## src/sv/tmps_pkg.sv

```systemverilog
// Shared types, codes and the canned pattern builder of the motion pattern sequencer.
// Depends on nothing; used by the top level, both checkers and the testbench.
`timescale 1ns / 1ps

package tmps_pkg;

   // item modes
   localparam logic [1:0] MODE_TICK  = 2'd0;
   localparam logic [1:0] MODE_START = 2'd1;
   localparam logic [1:0] MODE_STOP  = 2'd2;

   // motor commands
   localparam logic [2:0] CMD_HALT  = 3'd0;
   localparam logic [2:0] CMD_FWD   = 3'd1;
   localparam logic [2:0] CMD_BACK  = 3'd2;
   localparam logic [2:0] CMD_LEFT  = 3'd3;
   localparam logic [2:0] CMD_RIGHT = 3'd4;

   // pattern numbers
   localparam logic [3:0] PAT_NONE       = 4'd0;
   localparam logic [3:0] PAT_LEFT_RIGHT = 4'd1;
   localparam logic [3:0] PAT_FWD_BACK   = 4'd2;
   localparam logic [3:0] PAT_ZIGZAG     = 4'd3;
   localparam logic [3:0] PAT_SCAN       = 4'd4;
   localparam logic [3:0] PAT_SPIN       = 4'd5;
   localparam logic [3:0] PAT_PATROL     = 4'd6;
   localparam logic [3:0] PAT_DISAGREE   = 4'd7;
   localparam logic [3:0] PAT_HAPPY      = 4'd8;
   localparam logic [3:0] PAT_CURIOUS    = 4'd9;
   localparam logic [3:0] PAT_EXCITED    = 4'd10;
   localparam logic [3:0] PAT_SHY        = 4'd11;

   // register indexes
   localparam int CSR_IDX_W = 1;
   localparam logic [CSR_IDX_W-1:0] CSR_DEAD_ZONE   = 1'd0;
   localparam logic [CSR_IDX_W-1:0] CSR_SPEED_LIMIT = 1'd1;

   localparam logic [15:0] DEAD_ZONE_RST   = 16'h0000;
   localparam logic [15:0] SPEED_LIMIT_RST = 16'hFFFF;

   // base step clamp
   localparam logic [15:0] STEP_MIN_MS = 16'd200;
   localparam logic [15:0] STEP_MAX_MS = 16'd5000;

   // fixed pauses
   localparam logic [13:0] DUR_P250 = 14'd250;
   localparam logic [13:0] DUR_P180 = 14'd180;
   localparam logic [13:0] DUR_P140 = 14'd140;
   localparam logic [13:0] DUR_P220 = 14'd220;
   localparam logic [13:0] DUR_P120 = 14'd120;

   // longest canned pattern, and default table depth
   localparam int PAT_STEPS     = 8;
   localparam int MAX_STEPS_DEF = 8;

   typedef struct packed {
      logic [1:0]         mode;
      logic [3:0]         pattern;
      logic [15:0]        step_ms;
      logic signed [15:0] speed;
   } req_type;

   typedef struct packed {
      logic        running;
      logic [3:0]  active_pattern;
      logic [2:0]  motor_command;
      logic [15:0] drive_speed;
      logic [3:0]  step_number;
      logic [15:0] ms_since_start;
      logic [15:0] ms_to_go;
   } rsp_type;

   typedef struct packed {
      logic [2:0]  cmd;
      logic [13:0] dur;
   } step_type;

   typedef struct packed {
      logic                          known;
      logic [3:0]                    steps;
      logic [15:0]                   total;
      step_type [PAT_STEPS-1:0]      entry;
   } pattern_type;

   // Build the step list of pattern p from the clamped base step s.
   function automatic pattern_type build_pattern(logic [3:0] p, logic [15:0] s);
      pattern_type r;
      logic [13:0] sd;
      logic [13:0] hd;
      logic [13:0] dd;
      logic [15:0] h;
      r  = '0;
      sd = s[13:0];
      hd = s[14:1];
      dd = {s[12:0], 1'b0};
      h  = {1'b0, s[15:1]};
      r.known = 1'b1;
      case (p)
         PAT_LEFT_RIGHT, PAT_FWD_BACK: begin
            r.entry[0] = (p == PAT_LEFT_RIGHT) ? {CMD_LEFT, sd} : {CMD_FWD, sd};
            r.entry[1] = {CMD_HALT, DUR_P250};
            r.entry[2] = (p == PAT_LEFT_RIGHT) ? {CMD_RIGHT, sd} : {CMD_BACK, sd};
            r.entry[3] = {CMD_HALT, DUR_P250};
            r.steps = 4'd4;
            r.total = {s[14:0], 1'b0} + 16'd500;
         end
         PAT_ZIGZAG: begin
            r.entry[0] = {CMD_FWD, sd};
            r.entry[1] = {CMD_LEFT, hd};
            r.entry[2] = {CMD_FWD, sd};
            r.entry[3] = {CMD_RIGHT, hd};
            r.entry[4] = {CMD_FWD, sd};
            r.entry[5] = {CMD_HALT, DUR_P250};
            r.steps = 4'd6;
            r.total = {s[13:0], 2'b00} + 16'd250;
         end
         PAT_SCAN, PAT_CURIOUS: begin
            r.entry[0] = {CMD_LEFT, sd};
            r.entry[1] = {CMD_HALT, DUR_P180};
            r.entry[2] = {CMD_RIGHT, dd};
            r.entry[3] = {CMD_HALT, DUR_P180};
            r.entry[4] = {CMD_LEFT, sd};
            r.entry[5] = {CMD_HALT, DUR_P250};
            r.steps = 4'd6;
            r.total = {s[13:0], 2'b00} + 16'd610;
         end
         PAT_SPIN: begin
            r.entry[0] = {CMD_LEFT, hd};
            r.entry[1] = {CMD_RIGHT, hd};
            r.entry[2] = {CMD_LEFT, hd};
            r.entry[3] = {CMD_RIGHT, hd};
            r.entry[4] = {CMD_LEFT, hd};
            r.entry[5] = {CMD_HALT, DUR_P250};
            r.steps = 4'd6;
            r.total = {h[13:0], 2'b00} + h + 16'd250;
         end
         PAT_PATROL: begin
            r.entry[0] = {CMD_FWD, sd};
            r.entry[1] = {CMD_LEFT, hd};
            r.entry[2] = {CMD_FWD, sd};
            r.entry[3] = {CMD_RIGHT, hd};
            r.entry[4] = {CMD_BACK, hd};
            r.entry[5] = {CMD_HALT, DUR_P250};
            r.steps = 4'd6;
            r.total = {s[14:0], 1'b0} + {h[14:0], 1'b0} + h + 16'd250;
         end
         PAT_DISAGREE: begin
            r.entry[0] = {CMD_LEFT, sd};
            r.entry[1] = {CMD_HALT, DUR_P140};
            r.entry[2] = {CMD_RIGHT, sd};
            r.entry[3] = {CMD_HALT, DUR_P140};
            r.entry[4] = {CMD_LEFT, sd};
            r.entry[5] = {CMD_HALT, DUR_P140};
            r.entry[6] = {CMD_RIGHT, sd};
            r.entry[7] = {CMD_HALT, DUR_P220};
            r.steps = 4'd8;
            r.total = {s[13:0], 2'b00} + 16'd640;
         end
         PAT_HAPPY: begin
            r.entry[0] = {CMD_LEFT, sd};
            r.entry[1] = {CMD_HALT, DUR_P120};
            r.entry[2] = {CMD_LEFT, sd};
            r.entry[3] = {CMD_HALT, DUR_P120};
            r.entry[4] = {CMD_LEFT, sd};
            r.entry[5] = {CMD_HALT, DUR_P250};
            r.steps = 4'd6;
            r.total = {s[14:0], 1'b0} + s + 16'd490;
         end
         PAT_EXCITED: begin
            r.entry[0] = {CMD_FWD, sd};
            r.entry[1] = {CMD_LEFT, hd};
            r.entry[2] = {CMD_FWD, sd};
            r.entry[3] = {CMD_RIGHT, hd};
            r.entry[4] = {CMD_FWD, sd};
            r.entry[5] = {CMD_LEFT, hd};
            r.entry[6] = {CMD_HALT, DUR_P220};
            r.steps = 4'd7;
            r.total = {s[14:0], 1'b0} + s + {h[14:0], 1'b0} + h + 16'd220;
         end
         PAT_SHY: begin
            r.entry[0] = {CMD_BACK, sd};
            r.entry[1] = {CMD_HALT, DUR_P180};
            r.entry[2] = {CMD_RIGHT, hd};
            r.entry[3] = {CMD_HALT, DUR_P180};
            r.entry[4] = {CMD_FWD, hd};
            r.entry[5] = {CMD_HALT, DUR_P250};
            r.steps = 4'd6;
            r.total = s + {h[14:0], 1'b0} + 16'd610;
         end
         default: begin
            r.known = 1'b0;
         end
      endcase
      return r;
   endfunction

endpackage

```

## src/sv/timed_motion_pattern_sequencer_top.sv

```systemverilog
// Top level of the timed motion pattern sequencer: channels, step table and status.
// Depends on tmps_pkg.
`timescale 1ns / 1ps

// Use of the block
//  req channel: one beat per item (tick of one ms, start of a pattern, stop),
//    accepted at a clock edge with req_valid high and req_stall low.
//  rsp channel: exactly one status beat per request beat, in order, handed
//    over at an edge with rsp_valid high and rsp_stall low.
//  csr channel: dead zone (index 0) and speed limit (index 1); csr_ready is
//    always high, write only while no request beat is in flight.
//  An accepted request beat first sits in the input register; one pass of
//    logic then writes its status beat into the result register, from which
//    it is handed over. Throughput: one beat per cycle while the receiver
//    does not stall, set by that single pass of step table update, compare
//    and counter logic.
//  The step table is a short shift line: the current step always sits in
//    entry 0 and moves down one place whenever a step ends.
//  Reset (synchronous, active high): no pattern running, counters and held
//    speed zero, dead zone 0, speed limit 0xFFFF, both pipeline stages empty.
//    The step table is not cleared; only entries written by a start are read.
//  Receiver stall: the result beat holds; the input register still fills,
//    and req_stall rises only once both stages hold a beat.
module timed_motion_pattern_sequencer_top #(
   parameter int MAX_STEPS = tmps_pkg::MAX_STEPS_DEF
) (
   input  logic                             clock,
   input  logic                             reset,
   input  logic                             req_valid,
   output logic                             req_stall,
   input  tmps_pkg::req_type                req_data,
   output logic                             rsp_valid,
   input  logic                             rsp_stall,
   output tmps_pkg::rsp_type                rsp_data,
   input  logic                             csr_valid,
   output logic                             csr_ready,
   input  logic [tmps_pkg::CSR_IDX_W-1:0]   csr_index,
   input  logic [15:0]                      csr_wdata
);
   import tmps_pkg::*;

   // entries a start can fill
   localparam int FILL = (MAX_STEPS < PAT_STEPS) ? MAX_STEPS : PAT_STEPS;

   // pipeline registers
   logic        in_valid_ff;
   req_type     in_data_ff;
   logic        out_valid_ff;
   rsp_type     out_data_ff;
   rsp_type     out_data_in;
   logic        advance;

   // configuration
   logic [15:0] dead_zone_ff;
   logic [15:0] speed_limit_ff;

   // sequencer state
   logic [3:0]  active_ff,     active_in;
   logic [3:0]  step_total_ff, step_total_in;
   logic [3:0]  cur_step_ff,   cur_step_in;
   logic [13:0] timer_ff,      timer_in;
   logic [15:0] elapsed_ff,    elapsed_in;
   logic [15:0] total_ff,      total_in;
   logic [15:0] held_speed_ff, held_speed_in;
   step_type    tab_ff [MAX_STEPS];
   step_type    tab_wr [MAX_STEPS];

   // working signals
   logic [15:0] step_clamped;
   pattern_type pat;
   logic [16:0] mag;
   logic [16:0] mag_lo;
   logic [15:0] speed_clamped;
   logic [13:0] timer_inc;
   logic        load;
   logic        shift;
   logic        halt;
   logic        live;
   logic [2:0]  cmd_sel;

   // advance the item when the result register is free or being emptied
   assign advance   = in_valid_ff && !(out_valid_ff && rsp_stall);
   assign req_stall = in_valid_ff && out_valid_ff && rsp_stall;
   assign csr_ready = 1'b1;
   assign rsp_valid = out_valid_ff;
   assign rsp_data  = out_data_ff;

   always_ff @(posedge clock) begin
      if (reset) begin
         in_valid_ff  <= 1'b0;
         out_valid_ff <= 1'b0;
      end else begin
         if (!req_stall) begin
            in_valid_ff <= req_valid;
         end
         if (!out_valid_ff || !rsp_stall) begin
            out_valid_ff <= in_valid_ff;
         end
      end
      // payload: take a fresh beat whenever the stage moves
      if (!req_stall) begin
         in_data_ff <= req_data;
      end
      if (advance) begin
         out_data_ff <= out_data_in;
      end
   end

   // configuration writes
   always_ff @(posedge clock) begin
      if (reset) begin
         dead_zone_ff   <= DEAD_ZONE_RST;
         speed_limit_ff <= SPEED_LIMIT_RST;
      end else if (csr_valid && csr_ready) begin
         case (csr_index)
            CSR_DEAD_ZONE:   dead_zone_ff   <= csr_wdata;
            CSR_SPEED_LIMIT: speed_limit_ff <= csr_wdata;
            default: ;
         endcase
      end
   end

   // one pass over the item in the input register
   always_comb begin
      // clamp the base step and build the pattern
      if (in_data_ff.step_ms < STEP_MIN_MS) begin
         step_clamped = STEP_MIN_MS;
      end else if (in_data_ff.step_ms > STEP_MAX_MS) begin
         step_clamped = STEP_MAX_MS;
      end else begin
         step_clamped = in_data_ff.step_ms;
      end
      pat = build_pattern(in_data_ff.pattern, step_clamped);

      // magnitude, raised to the dead zone, then capped by the limit
      if (in_data_ff.speed[15]) begin
         mag = 17'h10000 - {1'b0, in_data_ff.speed};
      end else begin
         mag = {1'b0, in_data_ff.speed};
      end
      mag_lo = (mag < {1'b0, dead_zone_ff}) ? {1'b0, dead_zone_ff} : mag;
      speed_clamped = (mag_lo > {1'b0, speed_limit_ff}) ? speed_limit_ff : mag_lo[15:0];

      for (int i = 0; i < MAX_STEPS; i++) begin
         tab_wr[i] = '0;
      end
      for (int i = 0; i < FILL; i++) begin
         tab_wr[i] = pat.entry[i];
      end

      timer_inc = (timer_ff == 14'h3FFF) ? timer_ff : timer_ff + 14'd1;

      active_in     = active_ff;
      step_total_in = step_total_ff;
      cur_step_in   = cur_step_ff;
      timer_in      = timer_ff;
      elapsed_in    = elapsed_ff;
      total_in      = total_ff;
      held_speed_in = held_speed_ff;
      load  = 1'b0;
      shift = 1'b0;
      halt  = 1'b0;

      if (advance) begin
         case (in_data_ff.mode)
            MODE_START: begin
               // an unknown pattern only reports the status
               if (pat.known) begin
                  load          = 1'b1;
                  active_in     = in_data_ff.pattern;
                  step_total_in = pat.steps;
                  total_in      = pat.total;
                  held_speed_in = speed_clamped;
                  cur_step_in   = 4'd0;
                  timer_in      = 14'd0;
                  elapsed_in    = 16'd0;
               end
            end
            MODE_STOP: begin
               halt = 1'b1;
            end
            MODE_TICK: begin
               if (active_ff != PAT_NONE) begin
                  if (cur_step_ff >= step_total_ff) begin
                     halt = 1'b1;
                  end else begin
                     elapsed_in = (elapsed_ff == 16'hFFFF) ? elapsed_ff
                                                           : elapsed_ff + 16'd1;
                     // step time used up: move to the next step
                     if (timer_inc >= tab_ff[0].dur) begin
                        shift       = 1'b1;
                        cur_step_in = cur_step_ff + 4'd1;
                        timer_in    = 14'd0;
                        if (cur_step_ff + 4'd1 >= step_total_ff) begin
                           halt = 1'b1;
                        end
                     end else begin
                        timer_in = timer_inc;
                     end
                  end
               end
            end
            default: ;
         endcase
      end

      if (halt) begin
         active_in     = PAT_NONE;
         cur_step_in   = 4'd0;
         step_total_in = 4'd0;
         total_in      = 16'd0;
         timer_in      = 14'd0;
         elapsed_in    = 16'd0;
      end

      // status from the state after this item
      if (load) begin
         cmd_sel = pat.entry[0].cmd;
      end else if (shift) begin
         cmd_sel = tab_ff[1].cmd;
      end else begin
         cmd_sel = tab_ff[0].cmd;
      end

      live = (active_in != PAT_NONE);
      out_data_in.running        = live;
      out_data_in.active_pattern = active_in;
      out_data_in.drive_speed    = held_speed_in;
      out_data_in.step_number    = cur_step_in;
      out_data_in.ms_since_start = live ? elapsed_in : 16'd0;
      out_data_in.motor_command  = CMD_HALT;
      out_data_in.ms_to_go       = 16'd0;
      if (live && (cur_step_in < step_total_in)) begin
         out_data_in.motor_command = cmd_sel;
         out_data_in.ms_to_go      = (elapsed_in >= total_in) ? 16'd0
                                                              : total_in - elapsed_in;
      end
   end

   always_ff @(posedge clock) begin
      if (reset) begin
         active_ff     <= PAT_NONE;
         step_total_ff <= 4'd0;
         cur_step_ff   <= 4'd0;
         timer_ff      <= 14'd0;
         elapsed_ff    <= 16'd0;
         total_ff      <= 16'd0;
         held_speed_ff <= 16'd0;
      end else begin
         active_ff     <= active_in;
         step_total_ff <= step_total_in;
         cur_step_ff   <= cur_step_in;
         timer_ff      <= timer_in;
         elapsed_ff    <= elapsed_in;
         total_ff      <= total_in;
         held_speed_ff <= held_speed_in;
      end
   end

   // step table: load on start, drop the finished step when a step ends
   always_ff @(posedge clock) begin
      if (load) begin
         for (int i = 0; i < MAX_STEPS; i++) begin
            tab_ff[i] <= tab_wr[i];
         end
      end else if (shift) begin
         for (int i = 0; i < MAX_STEPS - 1; i++) begin
            tab_ff[i] <= tab_ff[i+1];
         end
      end
   end

endmodule

```

## config.mk

```make
export PLATFORM = sky130hd
export DESIGN_NAME = timed_motion_pattern_sequencer_top
export DESIGN_NICKNAME = d
export VERILOG_FILES = /design/src/sv/tmps_pkg.sv /design/src/sv/timed_motion_pattern_sequencer_top.sv
export SDC_FILE = /design/constraint.sdc
export NUM_CORES = 1
export LEC_CHECK = 0
export BUFFER_PORTS_ARGS = -buffer_cell sky130_fd_sc_hd__buf_2
export CAP_MARGIN = 15
export CELL_PAD_IN_SITES_DETAIL_PLACEMENT = 1
export CELL_PAD_IN_SITES_GLOBAL_PLACEMENT = 2
export CORE_ASPECT_RATIO = 2
export CORE_MARGIN = 2
export CORE_UTILIZATION = 36
export DETAILED_ROUTE_END_ITERATION = 7
export PLACE_DENSITY = 0.86
export SYNTH_ARGS = -nofsm -noshare
export SYNTH_HDL_FRONTEND = slang
export SYNTH_SLANG_ARGS = --single-unit
```

## constraint.sdc

```tcl
create_clock -name clock -period 8.3 [get_ports clock]
set_input_delay 0 -clock clock [delete_from_list [all_inputs] [get_ports clock]]
set_output_delay 0 -clock clock [all_outputs]
set_load 0.05 [all_outputs]
```

==> results of run 1 <==
[per-layer routing]
metal  vias to the layer above  global-route usage, %
li1                       9691                      -
met1                     10600                   25.9
met2                       681                   53.1
met3                       346                   3.54
met4                         2                   24.0
met5                         -                      0
[area by class of cell]
cell class	instances	area [um2]	area share [%]
tap	786	983	3.66
inverter	171	644	2.40
clock inverter	20	210	0.782
multi-input combinational	1903	13200	49.1
clock buffer	35	833	3.10
sequential	323	8620	32.1
timing repair buffer	336	2390	8.90
[power by group]
part / internal, mW / switching, mW
registers: 1.76 / 0.0311
logic: 0.386 / 0.664
clock network: 0.821 / 0.697
total: 2.97 / 1.39
[kinds of logic after synthesis]
kind of cell,count (synthesis)
buffers and inverters,302
xor gates and xnor gates,105
other,2
muxes,25
adders and majority gates,213
DFF,323
AOI/OAI and AO/OA,668
and+or+nand+nor,867
[what timing repair did]
action / 4_1_cts / 5_1_grt
hold buffers: 68 / 0
endpoints found under the hold margin: 79 / 0
pin swaps: 3 / 12
setup endpoints to repair: 16 / 16
gates resized for setup: 12 / 47
setup buffers: 2 / 8
[per-stage QoR]
stage               area (um2)  worst slack (ns)  hold slack (ns)  TNS (ns)
CTS                      26600           0.00918           0.0365         0
detailed placement       24800            -0.300            0.178     -3.38
floorplan                22600             0.215           0.0989         0
finish                   26900             0.280           0.0687         0
global placement         24800            0.0269            0.176         0
global route             26900           -0.0353           0.0700   -0.0882
[worst max-delay path by stage]
stage	startpoint	to	slack (ns)	cells after the start
detailed placement	in_data_ff[16]$_DFFE_PN_	rsp_data[7]$_SDFFCE_PP0P_	-0.30	33
global route	in_data_ff[18]$_DFFE_PN_	rsp_data[15]$_SDFFCE_PP0P_	-0.04	35
floorplan	in_data_ff[17]$_DFFE_PN_	rsp_data[7]$_SDFFCE_PP0P_	0.21	34
CTS	in_data_ff[16]$_DFFE_PN_	rsp_data[6]$_SDFFCE_PP0P_	0.009	33
global placement	in_data_ff[24]$_DFFE_PN_	rsp_data[3]$_SDFFCE_PP0P_	0.03	32
finish	in_data_ff[30]$_DFFE_PN_	rsp_data[3]$_SDFFCE_PP0P_	0.28	33
[synthesized netlist by cell type, drive strengths merged, types with 9 or more instances]
cell type,count
nand2,237
edfxtp,215
nor2,212
ha,180
a21oi,169
inv,167
o21ai,129
dfxtp,108
clkbuf,102
nand3,92
xnor2,72
nor3,61
and3,50
nor4,42
a21o,41
nand2b,35
fa,33
xor2,33
o22ai,30
and2,29
buf,29
o211ai,26
a211oi,24
o21a,24
a31oi,23
o31ai,23
a221oi,21
nand4,21
nor2b,21
mux2i,19
o221ai,19
or3,18
a22oi,16
a22o,15
a221o,13
a311oi,12
a211o,11
nand3b,11
or2,11
a2111oi,9
[registers in the layout (all words and copies together) (netlist names)]
signal          cells
rsp_valid           1
step_total_ff       4
cur_step_ff         4
active_ff           4
dead_zone_ff       16
speed_limit_ff     16
timer_ff           14
in_valid_ff         1
tab_ff            117
rsp_data           60
held_speed_ff      16
in_data_ff         38
total_ff           16
elapsed_ff         16
==> key figures, run 1 <==
Setup path
  – Largest stage delay, worst path: between 0.4 and 0.5 ns
  – CP required: ~8.8 ns
  – Buffers and inverters on the worst path: 8
  – CP startpoint kind: flop
  – FF-to-FF path depth: 33
  – Arrival @ worst endpoint: 8.47 ns
  – Worst Setup Path Type: reg -> reg
  – Reg2Reg Setup Slack: 0.28 ns
  – Worst r2r src: in_data_ff[30]$_DFFE_PN_
  – Crit path capture type: flop
  – CP max-delay cell: edfxtp_1
  – Delay-heaviest family, CP: compound AO/OA/AOI/OAI gates
  – Most used cell, CP: buf_4
  – Worst-path maximum fanout: 12
  – RR Endpoint: rsp_data[3]$_SDFFCE_PP0P_

Finish
  – Util after Layout: 43.4%
  – Layout cell share with drive strength beyond 1: 14.4%
  – Non-Filler Instances: between 3k and 4k
  – Layout Area Growth over Synthesis: 19.2%
  – Most common cell after layout, fill and taps aside: nand2_1
  – Most frequent cells in the layout: 234 x nand2_1, 215 x edfxtp_1, 210 x nor2_1
  – Fillers: 7232
  – Nets: a little over 3k
  – Antenna diode count: 0

Pwr
  – Static leakage: ~11 nW
  – Maximum vdd drop: 0.173 mV
  – Total design power: 4.36 mW
  – Pwr Density: around 160 mW/mm2

Yosys
  – Main combinational cell family by area after synthesis: compound AO/OA/AOI/OAI gates
  – Distinct cell type count after synthesis: 87
  – Post-Synthesis Cells: between 2k and 3k
  – Synth Warn #: 0
  – Synth Area in Adders: around an eighth
  – Post-synthesis simple-gate area fraction: between 15 and 20%
  – Seq cells post-synth: between 300 and 400
  – Most used DFF post-synth: edfxtp_1
  – FFs w/ async S/R, synth: 0%
  – Leading area contributor after synthesis: edfxtp_1
  – Synth Area in XOR/XNOR: approximately 4.1%
  – Register area share after synthesis: between 30% and 40%
  – Compound-Gate Fraction of Synth Area: around a fifth
  – Mux contribution to synthesized area: under 10%
  – Syn Area/Cell: 9.00 um2
  – Largest cells by area after synthesis: edfxtp_1 29%, ha_1 10%, dfxtp_1 9.6%
  – Synth top area share: between 20% and 30%
  – Number of synthesized flops with an enable pin: between 200 and 250
  – Mapped cell area: 0.0226 mm2

GRT
  – GR Overflow Total: 0
  – Total GRT Usage: about 28%
  – Vias in the first global route: approximately 23k
  – Initial antenna violation count: 1
  – Largest net degree at the start of global routing: 79
  – First-pass GRT wire length: between 100 and 150 mm

Hold path
  – Hold path depth: 2
  – HP Start: req_data[29]
  – Worst hold path class: in -> reg
  – Worst Hold End: in_data_ff[29]$_DFFE_PN_

Timing
  – Slew Viols, Final: 0
  – Clk_skew: 0.0238 ns
  – Achievable Freq: about 120 MHz
  – Final setup fails: 0
  – Fin crit period: about 8 ns
  – Worst slew margin: approximately a quarter
  – Worst slew pin tran: 1.11 ns
  – Final hold violation count: 0
  – Final worst path period share: 96.6%

Clock tree
  – Worst skew pair latency: ~0.64 ns
  – Clock Tree Root: clkbuf_16
  – H-tree Lvls: 1
  – CTS clk-pin slew, worst paths: about 0.080 ns
  – Clock buffer depth: 3
  – # clock sinks: approximately 320
  – CTS tree: done
  – Cts bufs inserted: 31

Drt
  – Vias per std cell: between 5 and 6
  – First-pass DRT Iterations: 5
  – Met1 WL: around 30 mm
  – Residual DRC: 0
  – Routed len/inst: roughly 26 um
  – Met2 WL: approximately 48 mm
  – Vias post-DR: roughly 21k
  – Routed met3 length: between 3 and 4 mm
  – Top Metal Used: met5
  – Iteration-0 DRC Markers: 1160
  – WL final: just over 90 mm
  – Post-route ant nets: 0

Placed design
  – Port Buffer Count: around 120
  – Placed cell count: roughly 3.4k
  – Placer congestion estimate: about 1.0
  – HPWL Detailed: between 60 and 70 mm

Floorplanning
  – Core area: 0.0620 mm2
  – Ports: approximately 120
  – Die Span X: 181 um
  – Die Ht: ~360 um
  – # rows: around 130
  – Initial Utilization: 36.4%
  – Die footprint: 0.0648 mm2

Job
  – Max-Cap Viols: 0

Status
  – Status: complete, no violations
Note: power is estimated with default switching activity, not from simulation.
==> inputs of run 2 (changes only) <==
- PLACE_DENSITY: 0.86 -> 0.77
==> run 2 against run 1 <==
Sequential cell count stayed put. Combinational power hardly changed. Sequential share of layout area hardly changed. Worst setup slack worse by 0.042 ns. Clock skew is 0.0055 ns higher.
==> key figures, run 2 (synthesized netlist as in run 1, its figures left out) <==
Timing
  – Fin crit period: 8.06 ns (+0.0424 ns)
  – Sum Neg Setup Slack: 0 ns (unchanged)
  – Final hold violation count: 0 (unchanged)
  – Achievable Freq: 124 MHz (-0.53%)
  – Worst slew margin: 18.1% (-7.4 points)
  – Clk_skew: 0.0294 ns (+0.00554 ns)
  – Worst slew pin tran: 1.22 ns (+0.103 ns)
  – Final setup fails: 0 (unchanged)
  – Final worst path period share: 97.1% (+0.51 points)
  – Worst hold margin: 0.0431 ns (-0.0256 ns)
  – Slew Viols, Final: 0 (unchanged)

Finish
  – Nets: 3029 (-0.33%)
  – Final Cell Area: 0.0269 mm2 (about the same)
  – FF/Latch Area: 0.00862 mm2 (unchanged)
  – Layout Area Growth over Synthesis: 19.2% (about the same)
  – Top reg by flops: tab_ff
  – Antenna diode count: 0 (unchanged)
  – Most common cell after layout, fill and taps aside: nand2_1
  – Fillers: 7224 (-0.11%)
  – Layout cell share with drive strength beyond 1: 14.3% (-0.092 points)
  – Util after Layout: 43.4% (about the same)
  – Max reg flops: 117 (unchanged)
  – Most frequent cells in the layout: 234 x nand2_1, 215 x edfxtp_1, 209 x nor2_1
  – Footprint of the multi-input gates: 0.0132 mm2 (+0.27%)

Drt
  – Vias post-DR: 21.0k (-1.6%)
  – Vias per std cell: 5.89 (-1.3%)
  – First-pass DRT Iterations: 5 (unchanged)
  – Residual DRC: 0 (unchanged)
  – WL final: 90.4 mm (-1.2%)
  – Post-route ant nets: 0 (unchanged)
  – Routed len/inst: 25.4 um (-0.92%)
  – Iteration-0 DRC Markers: 1294 (+12%)

Floorplanning
  – Die Ht: 358 um (unchanged)
  – Die Span X: 181 um (unchanged)
  – Ports: 123 (unchanged)
  – Initial Utilization: 36.4% (unchanged)
  – Die footprint: 0.0648 mm2 (unchanged)
  – Core area: 0.0620 mm2 (unchanged)
  – # rows: 129 (unchanged)

Placed design
  – Placed Area: 0.0247 mm2 (about the same)
  – HPWL Detailed: 69.3 mm (+0.66%)
  – Placer congestion estimate: 0.969 (-3.8%)
  – Port Buffer Count: 121 (unchanged)

Setup path
  – FF-to-FF path depth: 27 (-18%)
  – RR Endpoint: rsp_data[12]$_SDFFCE_PP0P_
  – Worst-path maximum fanout: 14 (+2)
  – CP startpoint kind: flop
  – CP required: 8.67 ns (-0.08 ns)
  – Largest stage delay, worst path: 0.58 ns (+0.12 ns)
  – CP max-delay cell: ha_1
  – Worst Setup Path Type: reg -> reg
  – Setup crit end: rsp_data[12]$_SDFFCE_PP0P_
  – Crit path capture type: flop
  – Worst r2r src: in_data_ff[16]$_DFFE_PN_
  – Worst Setup SP: in_data_ff[16]$_DFFE_PN_
  – Reg2Reg Setup Slack: 0.24 ns (-0.04 ns)
  – Arrival @ worst endpoint: 8.44 ns (-0.03 ns)
  – Delay-heaviest family, CP: compound AO/OA/AOI/OAI gates
  – CP Depth: 27 (-18%)
  – Buffers and inverters on the worst path: 5 (-3)
  – Most used cell, CP: ha_1

Hold path
  – Hold path depth: 3 (+1)
  – Worst hold path class: in -> reg

Clock tree
  – Cts bufs inserted: 35 (+13%)
  – CTS clk-pin slew, worst paths: 0.08 ns (about the same)
  – # clock sinks: 323 (unchanged)
  – H-tree Lvls: 2 (+1)
  – Clock Tree Root: clkbuf_16
  – Worst skew pair latency: 0.57 ns (-0.07 ns)
  – Clock buffer depth: 3 (unchanged)
  – CTS tree: done

GRT
  – Initial antenna violation count: 0 (-1)
  – GR Overflow Total: 0 (unchanged)
  – First-pass GRT wire length: 136 mm (-0.23%)
  – Total GRT Usage: 27.6% (-0.15 points)
  – Vias in the first global route: 22.5k (-0.90%)
  – Largest net degree at the start of global routing: 79 (unchanged)

Status
  – Status: complete, no violations

Pwr
  – Maximum vdd drop: 0.168 mV (-2.9%)
  – Static leakage: 10.9 nW (-0.28%)
  – Pwr Density: 166 mW/mm2 (+2.0%)
  – Total design power: 4.45 mW (+2.0%)

Job
  – Max-Cap Viols: 0 (unchanged)
[run 2: worst min path at each step]
stage,start,endpoint,slack [ns]
CTS,reset,elapsed_ff[11]$_SDFF_PP0_,0.03
global placement,req_data[6],in_data_ff[6]$_DFFE_PN_,0.18
detailed placement,req_data[6],in_data_ff[6]$_DFFE_PN_,0.18
finish,reset,elapsed_ff[0]$_SDFF_PP0_,0.04
floorplan,req_data[0],in_data_ff[0]$_DFFE_PN_,0.1
global route,reset,elapsed_ff[4]$_SDFF_PP0_,0.07
[run 2: area by class of cell]
class	count	area share (%)
multi-input combinational	1903	49.2
sequential	323	32.0
timing repair buffer	322	8.48
tap	786	3.66
clock buffer	40	3.36
inverter	171	2.40
clock inverter	19	0.819
[run 2: layer usage]
layer / up-vias / track usage (%) / wire (um)
li1: 9665 / - / -
met1: 10500 / 27.0 / 31200
met2: 573 / 54.2 / 49300
met3: 250 / 2.64 / 2930
met4: 0 / 19.3 / 6940
met5: - / 0 / 0
[run 2: timing repair]
action,CTS,global route
hold buffers,60,0
pin swaps,3,17
setup endpoints to repair,16,16
cloned,0,0
endpoints found under the hold margin,72,0
buffers inserted,4,5
gates resized for setup,26,38
[run 2: worst reg2reg max path: stages (launching register included)]
cell and delay (ns):
edfxtp_1 0.44, o31ai_4 0.31, a21oi_2 0.11, o31a_1 0.33, or3_4 0.46, inv_1 0.11, buf_4 0.19, ha_1 0.58
inv_1 0.22, fa_1 0.48, ha_1 0.34, nor2b_1 0.15, o21ai_0 0.22, a21oi_1 0.13, o21a_1 0.24, o211ai_1 0.30
mux2i_1 0.55, and4b_1 0.37, o211ai_1 0.13, a221oi_2 0.51, buf_4 0.22, nor3_1 0.05, ha_1 0.32, and4_1 0.23
nor4b_2 0.17, a211o_1 0.29, buf_12 0.19, nor4_2 0.23
[run 2: stage by stage]
stage | cells | setup WS (ns)
final | 3564 | 0.238
after global routing | 3564 | -0.0913
after detailed placement | 3436 | -0.463
after global placement | 3436 | 0.00484
after floorplan | 2528 | 0.215
after CTS | 3559 | 0.00471
[run 2: power breakdown]
part / internal [mW] / leakage [nW] / switching, mW
logic: 0.378 / 7.50 / 0.662
registers: 1.77 / 2.89 / 0.0316
clock network: 0.912 / 0.546 / 0.702
total: 3.06 / 10.9 / 1.40
==> inputs of run 3 (changes only) <==
- CORE_UTILIZATION: 36 -> 39
- PLACE_DENSITY: 0.77 -> 0.79
- TNS_END_PERCENT: not set -> 30
- clock period: 8.3 -> 8 ns (I/O delays scaled with it)
==> run 3 against run 2 <==
Clock power about the same. Clock skew is 0.0032 ns lower. Core utilization is 4.3 points higher. Routed wire length is 1.8% lower. Die area fell by 7.6%.
==> key figures, run 3 (synthesized netlist as in run 1, its figures left out) <==
Status
  – Status: complete, no violations

Timing
  – Worst slew margin: 8.66% (-9.4 points)
  – Slew Viols, Final: 0 (unchanged)
  – PnR worst setup slack: 0.287 ns (+0.0489 ns)
  – Final worst path period share: 96.4% (-0.72 points)
  – Worst slew pin tran: 1.37 ns (+0.152 ns)
  – Final hold violation count: 0 (unchanged)
  – Achievable Freq: 130 MHz (+4.5%)
  – Clk_skew: 0.0262 ns (-0.00321 ns)
  – Final setup fails: 0 (unchanged)
  – RSZ-0062 raised after global routing: true
  – Fin crit period: 7.71 ns (-0.349 ns)

GRT
  – Total GRT Usage: 29.4% (+1.8 points)
  – Largest net degree at the start of global routing: 78 (-1.3%)
  – Vias in the first global route: 22.6k (+0.52%)
  – First-pass GRT wire length: 134 mm (-1.2%)
  – GR Overflow Total: 0 (unchanged)
  – Initial antenna violation count: 0 (unchanged)

Job
  – Max-Cap Viols: 0 (unchanged)

Placed design
  – Port Buffer Count: 121 (unchanged)
  – Placer congestion estimate: 0.955 (-1.4%)
  – Placed cell count: 3453 (+0.49%)
  – HPWL Detailed: 67.8 mm (-2.1%)
  – Placement Setup Slack: -0.257 ns (+0.205 ns)

Finish
  – Non-Filler Instances: 3580 (+0.45%)
  – FF/Latch Area: 0.00862 mm2 (unchanged)
  – Util after Layout: 47.7% (+4.3 points)
  – Max reg flops: 117 (unchanged)
  – Layout cell share with drive strength beyond 1: 16.2% (+1.9 points)
  – Footprint of the multi-input gates: 0.0134 mm2 (+1.2%)
  – Most common cell after layout, fill and taps aside: nand2_1
  – Most frequent cells in the layout: 232 x nand2_1, 215 x edfxtp_1, 209 x nor2_1
  – Top reg by flops: tab_ff
  – Nets: 3072 (+1.4%)
  – Layout Area Growth over Synthesis: 21.1%
  – Antenna diode count: 0 (unchanged)
  – Fillers: 6646 (-8.0%)

Setup path
  – Worst Setup Path Type: reg -> reg
  – Delay-heaviest family, CP: compound AO/OA/AOI/OAI gates
  – Worst-path maximum fanout: 5 (-9)
  – CP startpoint kind: flop
  – Worst r2r src: in_data_ff[18]$_DFFE_PN_
  – Reg2Reg Setup Slack: 0.29 ns (+0.05 ns)
  – CP max-delay cell: or4_1
  – RR Endpoint: rsp_data[11]$_SDFFCE_PP0P_
  – Largest stage delay, worst path: 0.53 ns (-0.05 ns)
  – Crit path capture type: flop
  – Most used cell, CP: buf_4
  – Arrival @ worst endpoint: 7.98 ns (-0.46 ns)
  – Buffers and inverters on the worst path: 7 (+2)
  – CP required: 8.26 ns (-0.41 ns)
  – FF-to-FF path depth: 31 (+15%)

Clock tree
  – Cts bufs inserted: 34 (-2.9%)
  – # clock sinks: 323 (unchanged)
  – Clock buffer depth: 3 (unchanged)
  – H-tree Lvls: 2 (unchanged)
  – CTS tree: done
  – Worst skew pair latency: 0.57 ns (about the same)
  – Clock Tree Root: clkbuf_16
  – CTS clk-pin slew, worst paths: 0.06 ns (-0.02 ns)

Drt
  – Residual DRC: 0 (unchanged)
  – WL final: 88.8 mm (-1.8%)
  – Iteration-0 DRC Markers: 1283 (-0.85%)
  – Vias per std cell: 5.89 (about the same)
  – Top Metal Used: met4
  – First-pass DRT Iterations: 5 (unchanged)
  – Met1 WL: 31.0 mm (-0.67%)
  – Post-route ant nets: 0 (unchanged)
  – Met2 WL: 47.2 mm (-4.4%)
  – Routed len/inst: 24.8 um (-2.2%)
  – Vias post-DR: 21.1k (+0.47%)
  – Routed met3 length: 3.03 mm (+3.5%)

Floorplanning
  – Ports: 123 (unchanged)
  – Die Span X: 174 um (-3.8%)
  – Die Ht: 344 um (-3.9%)
  – Core area: 0.0572 mm2 (-7.6%)
  – # rows: 124 (-3.9%)
  – Initial Utilization: 39.4% (+3.0 points)
  – Die footprint: 0.0599 mm2 (-7.6%)

Pwr
  – Pwr Density: 168 mW/mm2 (+1.4%)
  – Maximum vdd drop: 0.178 mV (+6.0%)
  – Total design power: 4.58 mW (+3.0%)
  – Static leakage: 11.2 nW (+2.1%)

Hold path
  – HP Start: reset
  – Worst hold path class: in -> reg
  – Worst Hold End: elapsed_ff[0]$_SDFF_PP0_
  – Hold path depth: 3 (unchanged)
-- run 3: cell count changes in the layout (fill, tap and decap cells not counted), sizes merged --
cell and change:
buf +42, inv +1, bufinv -3, clkbuf +5, dlygate4sd3 +1
-- run 3: worst reg2reg max path, delay by kind of cell (launching register included) --
family,cells,cell delay (ns)
adders and majority gates,4,1.44
and+or+nand+nor,6,1.46
buffers and inverters,7,1.05
xor gates and xnor gates,2,0.46
DFF,1,0.43
AOI/OAI and AO/OA,12,2.59
-- run 3: per-layer routing --
layer | up-vias | GRT usage (%)
li1 | 9762 | -
met1 | 10500 | 29.1
met2 | 563 | 56.4
met3 | 287 | 3.21
met4 | 0 | 21.5
met5 | - | 0
-- run 3: final cells by class --
type	instances	area share, %
clock buffers	44	3.44
clock inverters	17	0.527
inverters	171	2.36
multi-input cells	1903	49.0
flip-flops and latches	323	31.5
well taps	756	3.46
repair buffers	366	9.63
-- run 3: timing repair --
action                                  in CTS  in global routing
gates cloned                                 0                  1
hold buffers                                61                  0
gates resized for setup                     12                 75
endpoints found under the setup margin      16                 16
buffers inserted                             0                  4
pin swaps                                    4                 36
endpoints found under the hold margin       72                  0
-- run 3: through the flow --
step | hold WS, ns | cell area [um2] | setup TNS (ns)
floorplan | 0.0989 | 22600 | 0
global placement | 0.179 | 25100 | -0.817
detailed placement | 0.179 | 25100 | -3.18
CTS | 0.0298 | 26800 | 0
global route | 0.0799 | 27300 | -0.288
finish | 0.0534 | 27300 | 0
-- run 3: how the worst max path moves through the flow --
stage	start	end	slack, ns	cells after the start
final	in_data_ff[18]$_DFFE_PN_	rsp_data[11]$_SDFFCE_PP0P_	0.29	31
after global routing	in_data_ff[18]$_DFFE_PN_	rsp_data[12]$_SDFFCE_PP0P_	-0.06	33
after CTS	in_data_ff[16]$_DFFE_PN_	rsp_data[9]$_SDFFCE_PP0P_	0.002	35
after detailed placement	in_data_ff[16]$_DFFE_PN_	rsp_data[13]$_SDFFCE_PP0P_	-0.26	31
after global placement	in_data_ff[16]$_DFFE_PN_	rsp_data[14]$_SDFFCE_PP0P_	-0.13	32
after floorplan	in_data_ff[17]$_DFFE_PN_	rsp_data[7]$_SDFFCE_PP0P_	0.11	34
-- run 3: report_power, final --
part / leakage (nW) / switching (mW) / total [mW] / internal (mW)
combinational: 7.75 / 0.690 / 1.12 / 0.427
sequential: 2.89 / 0.0359 / 1.87 / 1.83
clock: 0.531 / 0.724 / 1.60 / 0.875
total: 11.2 / 1.45 / 4.58 / 3.13
